### src/rtl/sla_pkg.sv
package sla_pkg;

  localparam int unsigned BYTE_W = 8;
  localparam int unsigned LEN_W  = 7;

  localparam logic [BYTE_W-1:0] CHAR_LF  = 8'h0A;
  localparam logic [BYTE_W-1:0] CHAR_CR  = 8'h0D;
  localparam logic [BYTE_W-1:0] CHAR_NUL = 8'h00;

  typedef enum logic [1:0] {
    ST_IDLE,
    ST_READ,
    ST_LOAD,
    ST_SEND
  } sla_state_e;

endpackage

### src/rtl/serial_line_assembler_top.sv
// Channel  | handshake                  | payload
// ---------+----------------------------+------------------------------------------------
// in       | in_valid_i / in_stall_o    | rx_byte_i, frame_error_i, overrun_error_i
// out      | out_valid_o / out_stall_i  | line_byte_o, last_of_line_o, line_length_o,
//          |                            | overflow_o
//
// A dropped, ignored or appended byte is taken in ST_IDLE; the block stays ready for the next byte.
// A terminator on a non-empty line starts a readout of the line buffer, one byte at a time: each byte
// goes through address, registered RAM read and output register, and waits there during any output stall.
// An overflow result is loaded into the output register and then waits for the output handshake.
// Input is stalled for the whole readout. Reset empties the line; the buffer is not cleared.
module serial_line_assembler_top
  import sla_pkg::*;
#(
  parameter int unsigned LINE_DEPTH = 32
) (
  input  logic              clk_i,
  input  logic              rst_ni,
  input  logic              in_valid_i,
  output logic              in_stall_o,
  input  logic [BYTE_W-1:0] rx_byte_i,
  input  logic              frame_error_i,
  input  logic              overrun_error_i,
  output logic              out_valid_o,
  input  logic              out_stall_i,
  output logic [BYTE_W-1:0] line_byte_o,
  output logic              last_of_line_o,
  output logic [LEN_W-1:0]  line_length_o,
  output logic              overflow_o
);

  localparam int unsigned AW = $clog2(LINE_DEPTH);
  localparam int unsigned CW = $clog2(LINE_DEPTH + 1);

  sla_state_e        state_q, state_d;
  logic [CW-1:0]     fill_q, fill_d;
  logic [AW-1:0]     rd_idx_q, rd_idx_d;
  logic [BYTE_W-1:0] byte_q, byte_d;
  logic              last_q, last_d;
  logic [LEN_W-1:0]  len_q, len_d;
  logic              ovf_q, ovf_d;

  logic              in_xfer, out_xfer, good, full, is_term, is_nul;
  logic              ram_we;
  logic [BYTE_W-1:0] ram_rdata;

  assign in_xfer  = in_valid_i && (state_q == ST_IDLE);
  assign out_xfer = (state_q == ST_SEND) && !out_stall_i;
  assign good     = in_xfer && !frame_error_i && !overrun_error_i;
  assign full     = (fill_q == CW'(LINE_DEPTH));
  assign is_term  = (rx_byte_i == CHAR_LF) || (rx_byte_i == CHAR_CR);
  assign is_nul   = (rx_byte_i == CHAR_NUL);
  assign ram_we   = good && !full && !is_nul && !is_term;

  sla_ram #(
    .WIDTH(BYTE_W),
    .DEPTH(LINE_DEPTH)
  ) u_line_ram (
    .clk_i  (clk_i),
    .we_i   (ram_we),
    .waddr_i(fill_q[AW-1:0]),
    .wdata_i(rx_byte_i),
    .raddr_i(rd_idx_q),
    .rdata_o(ram_rdata)
  );

  always_comb begin
    state_d = state_q;
    case (state_q)
      ST_IDLE: begin
        if (good && full) begin
          state_d = ST_SEND;
        end else if (good && is_term && (fill_q != '0)) begin
          state_d = ST_READ;
        end
      end
      ST_READ: state_d = ST_LOAD;
      ST_LOAD: state_d = ST_SEND;
      ST_SEND: begin
        if (out_xfer) begin
          state_d = last_q ? ST_IDLE : ST_READ;
        end
      end
      default: state_d = ST_IDLE;
    endcase
  end

  always_comb begin
    fill_d   = fill_q;
    rd_idx_d = rd_idx_q;
    byte_d   = byte_q;
    last_d   = last_q;
    len_d    = len_q;
    ovf_d    = ovf_q;
    case (state_q)
      ST_IDLE: begin
        if (good && full) begin
          // drop the line, report overflow
          fill_d = '0;
          byte_d = '0;
          last_d = 1'b1;
          len_d  = '0;
          ovf_d  = 1'b1;
        end else if (ram_we) begin
          fill_d = fill_q + CW'(1);
        end else if (good && is_term && (fill_q != '0)) begin
          len_d    = LEN_W'(fill_q);
          rd_idx_d = '0;
          ovf_d    = 1'b0;
          fill_d   = '0;
        end
      end
      ST_LOAD: begin
        byte_d = ram_rdata;
        last_d = (LEN_W'(rd_idx_q) + LEN_W'(1)) == len_q;
      end
      ST_SEND: begin
        if (out_xfer && !last_q) begin
          rd_idx_d = rd_idx_q + AW'(1);
        end
      end
      default: ;
    endcase
  end

  always_ff @(posedge clk_i or negedge rst_ni) begin
    if (!rst_ni) begin
      state_q <= ST_IDLE;
      fill_q  <= '0;
    end else begin
      state_q <= state_d;
      fill_q  <= fill_d;
    end
  end

  always_ff @(posedge clk_i) begin
    rd_idx_q <= rd_idx_d;
    byte_q   <= byte_d;
    last_q   <= last_d;
    len_q    <= len_d;
    ovf_q    <= ovf_d;
  end

  assign in_stall_o     = (state_q != ST_IDLE);
  assign out_valid_o    = (state_q == ST_SEND);
  assign line_byte_o    = byte_q;
  assign last_of_line_o = last_q;
  assign line_length_o  = len_q;
  assign overflow_o     = ovf_q;

  a_fill_bound: assert property (@(posedge clk_i) disable iff (!rst_ni)
    fill_q <= CW'(LINE_DEPTH))
    else $error("line fill count beyond buffer depth");

  a_ovf_result: assert property (@(posedge clk_i) disable iff (!rst_ni)
    out_valid_o && overflow_o |-> last_of_line_o && (line_byte_o == '0) &&
                                  (line_length_o == '0))
    else $error("overflow result carries line data");

  a_run_length: assert property (@(posedge clk_i) disable iff (!rst_ni)
    out_valid_o && !overflow_o |-> (line_length_o != '0) &&
                                   (line_length_o < LEN_W'(LINE_DEPTH)))
    else $error("line run with bad length");

  a_last_frees: assert property (@(posedge clk_i) disable iff (!rst_ni)
    out_valid_o && !out_stall_i && last_of_line_o |=> !in_stall_o && (fill_q == '0))
    else $error("input not released after final transfer of a run");

endmodule

### src/rtl/sla_ram.sv
module sla_ram #(
  parameter int unsigned WIDTH = 8,
  parameter int unsigned DEPTH = 32
) (
  input  logic                     clk_i,
  input  logic                     we_i,
  input  logic [$clog2(DEPTH)-1:0] waddr_i,
  input  logic [WIDTH-1:0]         wdata_i,
  input  logic [$clog2(DEPTH)-1:0] raddr_i,
  output logic [WIDTH-1:0]         rdata_o
);

  logic [WIDTH-1:0] mem_q [DEPTH];
  logic [WIDTH-1:0] rdata_q;

  always_ff @(posedge clk_i) begin
    if (we_i) begin
      mem_q[waddr_i] <= wdata_i;
    end
    rdata_q <= mem_q[raddr_i];
  end

  assign rdata_o = rdata_q;

endmodule
### config.mk
export PLATFORM = sky130hd
export DESIGN_NAME = serial_line_assembler_top
export DESIGN_NICKNAME = d
export VERILOG_FILES = /design/src/rtl/sla_pkg.sv /design/src/rtl/serial_line_assembler_top.sv /design/src/rtl/sla_ram.sv
export SDC_FILE = /design/constraint.sdc
export NUM_CORES = 1
export LEC_CHECK = 0
export CAP_MARGIN = 20
export CORE_ASPECT_RATIO = 0.75
export CORE_UTILIZATION = 35
export CTS_BUF_LIST = sky130_fd_sc_hd__clkbuf_8 sky130_fd_sc_hd__clkbuf_16
export CTS_CLUSTER_SIZE = 20
export DETAILED_ROUTE_END_ITERATION = 10
export DONT_BUFFER_PORTS = 1
export GPL_TIMING_DRIVEN = 0
export HOLD_SLACK_MARGIN = 0.12
export PLACE_DENSITY = 0.56
export RECOVER_POWER = 25
export SLEW_MARGIN = 25
export SYNTH_ARGS = -nofsm -noshare
export SYNTH_HDL_FRONTEND = slang
export SYNTH_SLANG_ARGS = --single-unit
### constraint.sdc
create_clock -name clk_i -period 3.3 [get_ports clk_i]
set_input_delay 0 -clock clk_i [delete_from_list [all_inputs] [get_ports clk_i]]
set_output_delay 0 -clock clk_i [all_outputs]
set_load 0.05 [all_outputs]
==> results.sh, run 1 <==
export IMPL_tightest_slew_ns=0.955
export IMPL_drive_gt1_share_pct=16.1
export IMPL_final_cells=1188
export IMPL_synthesis_area_um2=11800
export IMPL_critPathTopFamily="simple AND/OR/NAND/NOR gates"
export IMPL_dr_pass1_iters=5
export IMPL_dr_total_vias=6216
export IMPL_cts_htree_levels=1
export IMPL_final_nets=745
export IMPL_core_um2=32700
export IMPL_yosysTopAreaCell="edfxtp_1"
export IMPL_wl_met1_um=12800
export IMPL_met3_length_um=1560
export IMPL_cts_root_buf="clkbuf_16"
export IMPL_synth_seq_area_share_pct=73.7
export IMPL_initial_utilization_pct=36.0
export IMPL_row_count=57
export IMPL_grt_usage_pct=16.0
export IMPL_irDropWorstVdd_mv=0.429
export IMPL_critical_path_class="flop to flop"
export IMPL_finalCritPeriodShare_pct=95.0
export IMPL_cp_buffers_inverters=2
export IMPL_ys_ff_latch=293
export IMPL_syn_to_final_growth_pct=15.7
export IMPL_fmax_ghz=0.319
export IMPL_fin_ws_ns=0.166
export IMPL_die_area_um2=34400
export IMPL_p_leak_nw=4.55
export IMPL_insertedDiodeCount=0
export IMPL_die_h_um=161
export IMPL_yosysWarnings=0
export IMPL_io_pin_count=33
export IMPL_synth_most_common_cell="edfxtp_1"
export IMPL_clockBufferDepth=3
export IMPL_portBuffers=0
export IMPL_status="finished, final reports clean"
export IMPL_grt_pass1_wl_um=40300
export IMPL_wirelength_um=26900
export IMPL_finalHoldViolations=0
export IMPL_setup_tns_ns=0
export IMPL_clk_latency_ns=0.56
export IMPL_dr_max_layer_used="met4"
export IMPL_drc=0
export IMPL_cts_buffers=30
export IMPL_post_cts_buffers=0
export IMPL_finalCriticalPeriod_ns=3.13
export IMPL_clock_sinks=293
export IMPL_slowest_stage="nor2_1"
export IMPL_clkTransAtPathRegs_ns=0.06
export IMPL_setup_viol=0
export IMPL_synthCells=664
export IMPL_end_kind="flop"
export IMPL_cap_violations=0
export IMPL_antenna_found_initial=0
export IMPL_start_kind="flop"
export IMPL_finalClockSkew_ns=0.0239
export IMPL_viasPerCell=5.23
export IMPL_yosysTopAreaCellShare_pct=70.6
export IMPL_synthArstFlopShare_pct=2.73
export IMPL_synth_avg_cell_area_um2=17.7
export IMPL_slew_limit_headroom_pct=35.9
export IMPL_slowest_delay_ns=0.76
export IMPL_drtAntennaViolNets=0
export IMPL_critical_path_max_fanout=8
export IMPL_met2WireLength_um=12000
export IMPL_grt_max_degree=36
export IMPL_required_ns=3.48
export IMPL_hpwl_um=17600
export IMPL_place_worst_setup_slack_ns=0.181
export IMPL_tritoncts="built"
export IMPL_rsz0062_at_grt="yes"
export IMPL_drt_iter0_markers=424
export IMPL_drv_slew=0
export IMPL_synth_edf_count=277
export IMPL_arrival_ns=3.31
export IMPL_die_w_um=214
export IMPL_synthTopCellsByCount="277 x edfxtp_1, 83 x mux2i_1, 42 x nor2_1, 32 x mux4_2, 25 x a22o_1"
export IMPL_dp_cells=1106
export IMPL_routedWlPerCell_um=22.7
export IMPL_grt_pass1_vias=6316
export IMPL_synthTopCellsByArea="edfxtp_1 71%, mux2i_1 7.1%, mux4_2 6.1%"
export IMPL_place_congestion=0.895
export IMPL_gr_total_overflow=0
export IMPL_ys_types=49
export IMPL_cp_cell_sequence="inv_1 -> ha_1 -> nand4bb_4 -> a31oi_1 -> and2_2 -> buf_2 -> nand2_1 -> nor2_1"
export IMPL_p_per_area_nw_per_um2=798
export IMPL_synth_main_ff_cell="edfxtp_1"
export IMPL_synth_fp_nets=687
export IMPL_hp_class="primary input to flop"
==> stage by stage <==
stage	cell area (um^2)	hold slack, ns	total power [mW]	util [%]
CTS	13600	0.121	10.9	41.6
detailed placement	12300	-0.295	7.59	37.7
global route	13600	0.185	11.3	41.6
finish	13600	0.152	10.9	41.6
floorplan	11800	-0.296	6.69	-
global placement	12300	-0.295	7.52	37.7
==> tightest hold or removal path, delay by kind of cell <==
family                 cells  cell delay [ns]
buffers and inverters      1             0.05
and+or+nand+nor            2             0.26
AOI/OAI and AO/OA          1             0.17
==> layout make-up <==
cell class	count	area, um^2
Fill cell	2874	19100
Multi-Input combinational cell	323	2890
Tap cell	442	553
Inverter	12	45.0
Clock inverter	22	128
Clock buffer	34	817
Sequential cell	293	8680
Buffer	36	173
Timing Repair Buffer	26	340
==> layout by cell type (no fill, tap or decap), types with 8 or more instances in the layout <==
cell	synthesis	final
nand2_1	17	17
buf_2	17	17
mux2i_1	83	83
dlygate4sd3_1	0	18
nand3_1	13	13
nor2_1	42	36
a22o_1	25	25
ha_1	9	9
a21oi_1	13	13
edfxtp_1	277	277
and2_1	12	12
clkbuf_16	0	31
clkbuf_1	12	12
dfxtp_1	8	8
dfrtp_1	8	8
buf_12	0	8
o221ai_1	8	8
inv_1	12	19
mux4_2	32	32
nor3_1	12	12
a31oi_1	10	10
==> final timing paths <==
| check | startpoint | endpoint | slack, ns | cells past startpoint |
|---|---|---|---|---|
| max in group asynchronous | rst_ni | state_q[1] | 2.64 | 2 |
| worst min-delay path | in_valid_i | rd_idx_q[1] | 0.15 | 4 |
| min in group asynchronous | rst_ni | fill_q[1] | 0.37 | 2 |
| worst min register to register | u_line_ram.rdata_o[7] | line_byte_o[7] | 0.51 | 1 |
| worst max-delay path | state_q[0] | u_line_ram.mem_q[11][3] | 0.17 | 8 |
| worst max register to register | state_q[0] | u_line_ram.mem_q[11][3] | 0.17 | 8 |
==> power by group <==
group	leakage [nW]	internal (mW)	switching, mW
registers	2.66	4.29	0.195
logic	1.40	1.28	1.90
clock network	0.487	1.83	1.36
==> metal layers <==
metal / global-route usage [%] / vias up
met2: 23.8 / 214
li1: - / 2751
met5: 0 / -
met3: 2.31 / 47
met4: 4.87 / 0
met1: 24.3 / 3204
==> what timing repair did <==
action                                  in CTS  in global routing
resized for setup                            0                  6
hold buffers                                26                  0
endpoints found under the hold margin      288                  0
endpoints found under the setup margin       0                 79
==> registers in the layout, indices dropped and copies added, names as in the netlist, 2 cells and up <==
register,flops
state_q,2
line_length_o,6
u_line_ram.rdata_o,8
u_line_ram.mem_q,256
fill_q,6
line_byte_o,8
rd_idx_q,5
==> kinds of logic (layout without fill, tap and decap cells) <==
kind of cell	after synthesis	after routing	share of synthesized area [%]
muxes	115	115	13.2
buffers and inverters	48	130	1.85
other	1	1	0.0319
xor gates and xnor gates	8	8	0.595
and+or+nand+nor	115	115	4.96
adders and majority gates	9	9	0.956
DFF	293	293	73.7
AOI/OAI and AO/OA	75	75	4.72
Power figures use the tool's default switching activity.
==> inputs of run 2 (changes only) <==
--- a/config.mk
+++ b/config.mk
@@ -16,6 +16,7 @@
 export HOLD_SLACK_MARGIN = 0.12
 export PLACE_DENSITY = 0.56
 export RECOVER_POWER = 25
+export SETUP_SLACK_MARGIN = 0.4
 export SLEW_MARGIN = 25
 export SYNTH_ARGS = -nofsm -noshare
 export SYNTH_HDL_FRONTEND = slang
==> results.sh, run 2 (synthesis results as in run 1) <==
export IMPL_die_h_um=161
export IMPL_row_count=57
export IMPL_finalCritPeriodShare_pct=83.3
export IMPL_clockBufferDepth=3
export IMPL_status="finished, final reports clean"
export IMPL_setup_viol=0
export IMPL_dr_pass1_iters=5
export IMPL_fin_util_pct=43.7
export IMPL_slowest_delay_ns=0.41
export IMPL_routedWlPerCell_um=22.7
export IMPL_tightest_slew_ns=0.797
export IMPL_cts_root_buf="clkbuf_16"
export IMPL_setup_tns_ns=0
export IMPL_power_switching_mw=3.51
export IMPL_finalCriticalPeriod_ns=2.75
export IMPL_fmax_ghz=0.364
export IMPL_cap_violations=0
export IMPL_critical_path_max_fanout=8
export IMPL_slew_limit_headroom_pct=46.9
export IMPL_clk_latency_ns=0.56
export IMPL_grt_pass1_wl_um=40400
export IMPL_largest_reg_flops=256
export IMPL_seqPwrFrac_pct=41.0
export IMPL_critical_path_class="flop to flop"
export IMPL_initial_utilization_pct=36.0
export IMPL_dr_total_vias=6304
export IMPL_pwr_share_comb_pct=29.8
export IMPL_viasPerCell=5.21
export IMPL_slowest_stage="dfrtp_1"
export IMPL_cp_cell_sequence="inv_1 -> ha_2 -> nand4bb_4 -> a31oi_1 -> and2_2 -> buf_2 -> nand2_2 -> nor2_4"
export IMPL_critPathTopFamily="simple AND/OR/NAND/NOR gates"
export IMPL_core_um2=32700
export IMPL_irDropWorstVdd_mv=0.428
export IMPL_cts_buffers=30
export IMPL_hold_worst_slack_ns=0.378
export IMPL_cts_htree_levels=1
export IMPL_portBuffers=0
export IMPL_arrival_ns=2.97
export IMPL_io_pin_count=33
export IMPL_met1_usage_pct=24.3
export IMPL_finalClockSkew_ns=0.0248
export IMPL_hpwl_um=17600
export IMPL_drv_slew=0
export IMPL_grt_pass1_vias=6331
export IMPL_cp_buffers_inverters=2
export IMPL_grt_usage_pct=16.1
export IMPL_reg2reg_depth=8
export IMPL_die_area_um2=34400
export IMPL_syn_to_final_growth_pct=21.6
export IMPL_end_kind="flop"
export IMPL_wirelength_um=27400
export IMPL_p_per_area_nw_per_um2=763
export IMPL_cp_depth=8
export IMPL_p_leak_nw=4.74
export IMPL_final_nets=767
export IMPL_required_ns=3.52
export IMPL_drtAntennaViolNets=0
export IMPL_most_common_layout_cells="277 x edfxtp_1, 83 x mux2i_1, 32 x mux4_2, 32 x nor2_4, 31 x clkbuf_16"
export IMPL_groute_layer_met3_usage_pct=2.25
export IMPL_n_fill_cell=2801
export IMPL_final_common_cell="edfxtp_1"
export IMPL_drc=0
export IMPL_antenna_found_initial=0
export IMPL_hp_class="primary input to async pin"
export IMPL_finalHoldViolations=0
export IMPL_clkTransAtPathRegs_ns=0.06
export IMPL_swShare_pct=32.1
export IMPL_top_register="u_line_ram.mem_q"
export IMPL_grt_busiest_layer="met1"
export IMPL_drive_gt1_share_pct=23.3
export IMPL_clock_sinks=293
export IMPL_p_clk_share_pct=29.2
export IMPL_gr_total_overflow=0
export IMPL_internal_power_mw=7.42
export IMPL_place_congestion=0.895
export IMPL_start_kind="flop"
export IMPL_tritoncts="built"
export IMPL_grt_max_degree=36
export IMPL_drt_iter0_markers=427
export IMPL_grt_use_met2_pct=24.0
export IMPL_rsz0062_at_grt="no"
export IMPL_die_w_um=214
export IMPL_insertedDiodeCount=0
run 2: cell count changes in the layout (fill, tap and decap cells not counted), moves of 4 or more:
cell     previous run  this run
buf_12              8        29
nor2_4              0        32
nor2_1             36        10
nand2_2             1         5
nor2_2              6         0
nand2_1            17        13
run 2: final cells by class:
type / count / area (um^2) / area share [%]
clock buffer: 34 / 817 / 5.71
clock inverter: 22 / 128 / 0.891
inverter: 12 / 48.8 / 0.341
multi-input combinational: 323 / 3150 / 22.0
sequential: 293 / 8680 / 60.6
timing repair buffer: 48 / 766 / 5.35
buffer: 36 / 174 / 1.21
tap: 442 / 553 / 3.86
run 2: power groups by stage:
stage / combinational [mW] / clock (mW) / sequential (mW)
6_report: 3.26 / 3.18 / 4.48
3_5_place_dp: 3.02 / 0 / 4.57
2_1_floorplan: 2.17 / 0 / 4.53
4_1_cts: 3.17 / 3.25 / 4.49
5_1_grt: 3.48 / 3.38 / 4.50
3_3_place_gp: 2.97 / 0 / 4.55
run 2: worst paths after layout:
path | from | endpoint | slack, ns
min reg2reg | u_line_ram.rdata_o[7] | line_byte_o[7] | 0.51
max in group asynchronous | rst_ni | state_q[1] | 2.61
min | rst_ni | fill_q[1] | 0.38
min in group clk_i | rx_byte_i[6] | u_line_ram.mem_q[20][6] | 0.38
max | state_q[0] | u_line_ram.mem_q[13][0] | 0.55
max reg2reg | state_q[0] | u_line_ram.mem_q[13][0] | 0.55
run 2: timing repair:
item | 4_1_cts | 5_1_grt
setup endpoints to repair | 270 | 266
resized for setup | 10 | 66
setup buffers | 0 | 23
endpoints found under the hold margin | 288 | 0
pin swaps | 0 | 24
hold buffers | 25 | 0
run 2: stage by stage:
stage                     worst slack (ns)  instances  instance area (um^2)  power (mW)
after detailed placement             0.181       1106                 12300        7.59
after global placement               0.258       1106                 12300        7.52
after floorplan                      0.917        664                 11800        6.69
final                                0.552       1210                 14300        10.9
after global routing                 0.388       1210                 14300        11.4
after CTS                            0.193       1187                 13600        10.9
run 2: layer usage:
metal / share of wire (%) / wire, um
met1: 47 / 12800
met2: 45 / 12400
met3: 5.8 / 1580
met4: 2.3 / 619
met5: 0 / 0
==> inputs of run 3 (changes only) <==
--- a/config.mk
+++ b/config.mk
@@ -5,6 +5,7 @@
 export SDC_FILE = /design/constraint.sdc
 export NUM_CORES = 1
 export LEC_CHECK = 0
+export ABC_AREA = 1
 export CAP_MARGIN = 20
 export CORE_ASPECT_RATIO = 0.75
 export CORE_UTILIZATION = 35
@@ -14,7 +15,7 @@
 export DONT_BUFFER_PORTS = 1
 export GPL_TIMING_DRIVEN = 0
 export HOLD_SLACK_MARGIN = 0.12
-export PLACE_DENSITY = 0.56
+export PLACE_DENSITY = 0.58
 export RECOVER_POWER = 25
 export SETUP_SLACK_MARGIN = 0.4
 export SLEW_MARGIN = 25
==> constraint.sdc (replaced) <==
create_clock -name clk_i -period 2.4 [get_ports clk_i]
set_input_delay 0 -clock clk_i [delete_from_list [all_inputs] [get_ports clk_i]]
set_output_delay 0 -clock clk_i [all_outputs]
set_load 0.05 [all_outputs]
==> results.sh, run 3 <==
export IMPL_status="finished, final reports clean"
export IMPL_drc=0
export IMPL_clockBufferDepth=3
export IMPL_tightest_slew_ns=0.616
export IMPL_core_um2=34700
export IMPL_yosysWarnings=0
export IMPL_gr_total_overflow=0
export IMPL_dp_cells=1569
export IMPL_hp_class="primary input to flop"
export IMPL_ys_ff_latch=293
export IMPL_final_cells=1682
export IMPL_setup_tns_ns=0
export IMPL_top_register="u_line_ram.mem_q"
export IMPL_hold_worst_slack_ns=0.309
export IMPL_viasPerCell=5.02
export IMPL_finalCriticalPeriod_ns=2.06
export IMPL_tritoncts="built"
export IMPL_synth_seq_area_share_pct=70.5
export IMPL_swShare_pct=38.5
export IMPL_drtAntennaViolNets=0
export IMPL_internal_power_mw=10.1
export IMPL_wirelength_um=34700
export IMPL_insertedDiodeCount=0
export IMPL_synthArstFlopShare_pct=2.73
export IMPL_grt_max_degree=36
export IMPL_die_h_um=164
export IMPL_place_congestion=0.940
export IMPL_dr_total_vias=8448
export IMPL_io_pin_count=33
export IMPL_slew_limit_headroom_pct=58.9
export IMPL_p_leak_nw=5.65
export IMPL_hpwl_um=23100
export IMPL_initial_utilization_pct=35.5
export IMPL_fin_util_pct=43.1
export IMPL_critical_path_class="flop to flop"
export IMPL_cts_root_buf="clkbuf_16"
export IMPL_synth_main_ff_cell="edfxtp_1"
export IMPL_reg2reg_depth=11
export IMPL_critical_path_max_fanout=8
export IMPL_whs_path_depth=4
export IMPL_required_ns=2.67
export IMPL_clkTransAtPathRegs_ns=0.07
export IMPL_synth_avg_cell_area_um2=11.1
export IMPL_cts_buffers=29
export IMPL_cts_htree_levels=1
export IMPL_end_kind="flop"
export IMPL_final_nets=1225
export IMPL_finalClockSkew_ns=0.0279
export IMPL_portBuffers=0
export IMPL_p_per_area_nw_per_um2=1100
export IMPL_synthesis_area_um2=12300
export IMPL_place_area_um2=12900
export IMPL_dr_pass1_iters=5
export IMPL_syn_to_final_growth_pct=21.3
export IMPL_final_common_cell="nand2_1"
export IMPL_yosysTopAreaCellShare_pct=67.5
export IMPL_ys_types=31
export IMPL_pwr_share_comb_pct=36.0
export IMPL_clock_sinks=293
export IMPL_irDropWorstVdd_mv=0.609
export IMPL_largest_reg_flops=256
export IMPL_final_cell_area_um2=14900
export IMPL_arrival_ns=2.33
export IMPL_synthTopCellsByCount="422 x nand2_1, 277 x edfxtp_1, 169 x nand3_1, 56 x nor2_1, 38 x inv_1"
export IMPL_synth_most_common_cell="nand2_1"
export IMPL_finalCritPeriodShare_pct=85.8
export IMPL_place_worst_setup_slack_ns=-0.606
export IMPL_most_common_layout_cells="419 x nand2_1, 277 x edfxtp_1, 167 x nand3_1"
export IMPL_routedWlPerCell_um=20.6
export IMPL_fin_ws_ns=0.341
export IMPL_design_power_total_mw=16.4
export IMPL_setup_viol=0
export IMPL_die_w_um=219
export IMPL_clk_latency_ns=0.57
export IMPL_finalHoldViolations=0
export IMPL_die_area_um2=36000
export IMPL_drt_iter0_markers=873
export IMPL_grt_usage_pct=19.3
export IMPL_rsz0062_at_grt="yes"
export IMPL_row_count=59
export IMPL_synth_fp_nets=1135
export IMPL_cap_violations=0
export IMPL_synthCells=1112
export IMPL_p_clk_share_pct=27.2
export IMPL_yosysTopAreaCell="edfxtp_1"
export IMPL_antenna_found_initial=0
export IMPL_fmax_ghz=0.486
export IMPL_seqPwrFrac_pct=36.7
export IMPL_grt_pass1_wl_um=50300
export IMPL_drv_slew=0
export IMPL_synthTopCellsByArea="edfxtp_1 68%, nand2_1 13%, nand3_1 6.9%"
export IMPL_synth_edf_count=277
export IMPL_power_switching_mw=6.31
export IMPL_start_kind="flop"
export IMPL_drive_gt1_share_pct=15.9
export IMPL_grt_pass1_vias=7798
-- run 3: repair_timing --
item	in CTS	in global routing
pin swaps	19	20
hold buffers	22	0
endpoints found under the setup margin	277	285
gates resized for setup	80	21
endpoints found under the hold margin	290	0
buffers inserted	32	5
-- run 3: cells by family (layout without fill, tap and decap cells) --
group,after synthesis,in the layout,synth area share [%]
simple gates,667,667,22.8
flops,293,293,70.5
other cells,1,1,0.0304
buf+inv,100,213,3.95
compound gates,38,38,1.56
xor+xnor,4,4,0.284
fa+ha+maj,9,9,0.914
-- run 3: path summary, 6_finish.rpt --
check | start | endpoint | slack, ns
hold reg to reg | u_line_ram.rdata_o[5] | line_byte_o[5] | 0.50
setup reg to reg | state_q[1] | u_line_ram.mem_q[25][1] | 0.34
setup / recovery | state_q[1] | u_line_ram.mem_q[25][1] | 0.34
max in group asynchronous | rst_ni | fill_q[1] | 1.73
hold / removal | out_stall_i | state_q[1] | 0.31
min in group asynchronous | rst_ni | state_q[0] | 0.37
-- run 3: worst max-delay path, cell delays in order (launching register included) --
cell     delay, ns
dfrtp_1       0.39
inv_2         0.08
ha_4          0.18
nand2_4       0.07
nor2_4        0.12
nand2_2       0.08
nor2_4        0.14
buf_6         0.15
nand3_4       0.07
buf_12        0.17
nor2_4        0.14
buf_6         0.14
-- run 3: final cells by class --
class,instances,area [um^2]
buffer,59,342
clock buffer,29,726
clock inverter,25,193
fill,3199,19800
inverter,41,160
multi-input combinational,719,3470
sequential,293,8680
tap,457,572
timing repair buffer,59,796
-- run 3: routing by layer --
| metal | routed length (um) | global-route usage (%) |
|---|---|---|
| met2 | 14700 | 28.4 |
| met3 | 3170 | 5.10 |
| met5 | 0 | 0 |
| met1 | 16100 | 28.5 |
| met4 | 677 | 4.04 |
-- run 3: power groups by stage --
stage,Clock [mW],Combinational [mW],Sequential [mW]
floorplan,0,3.38,6.10
global placement,0,5.24,6.13
detailed placement,0,5.28,6.14
CTS,4.49,5.73,6.01
global route,4.67,6.38,6.04
finish,4.46,5.90,6.02
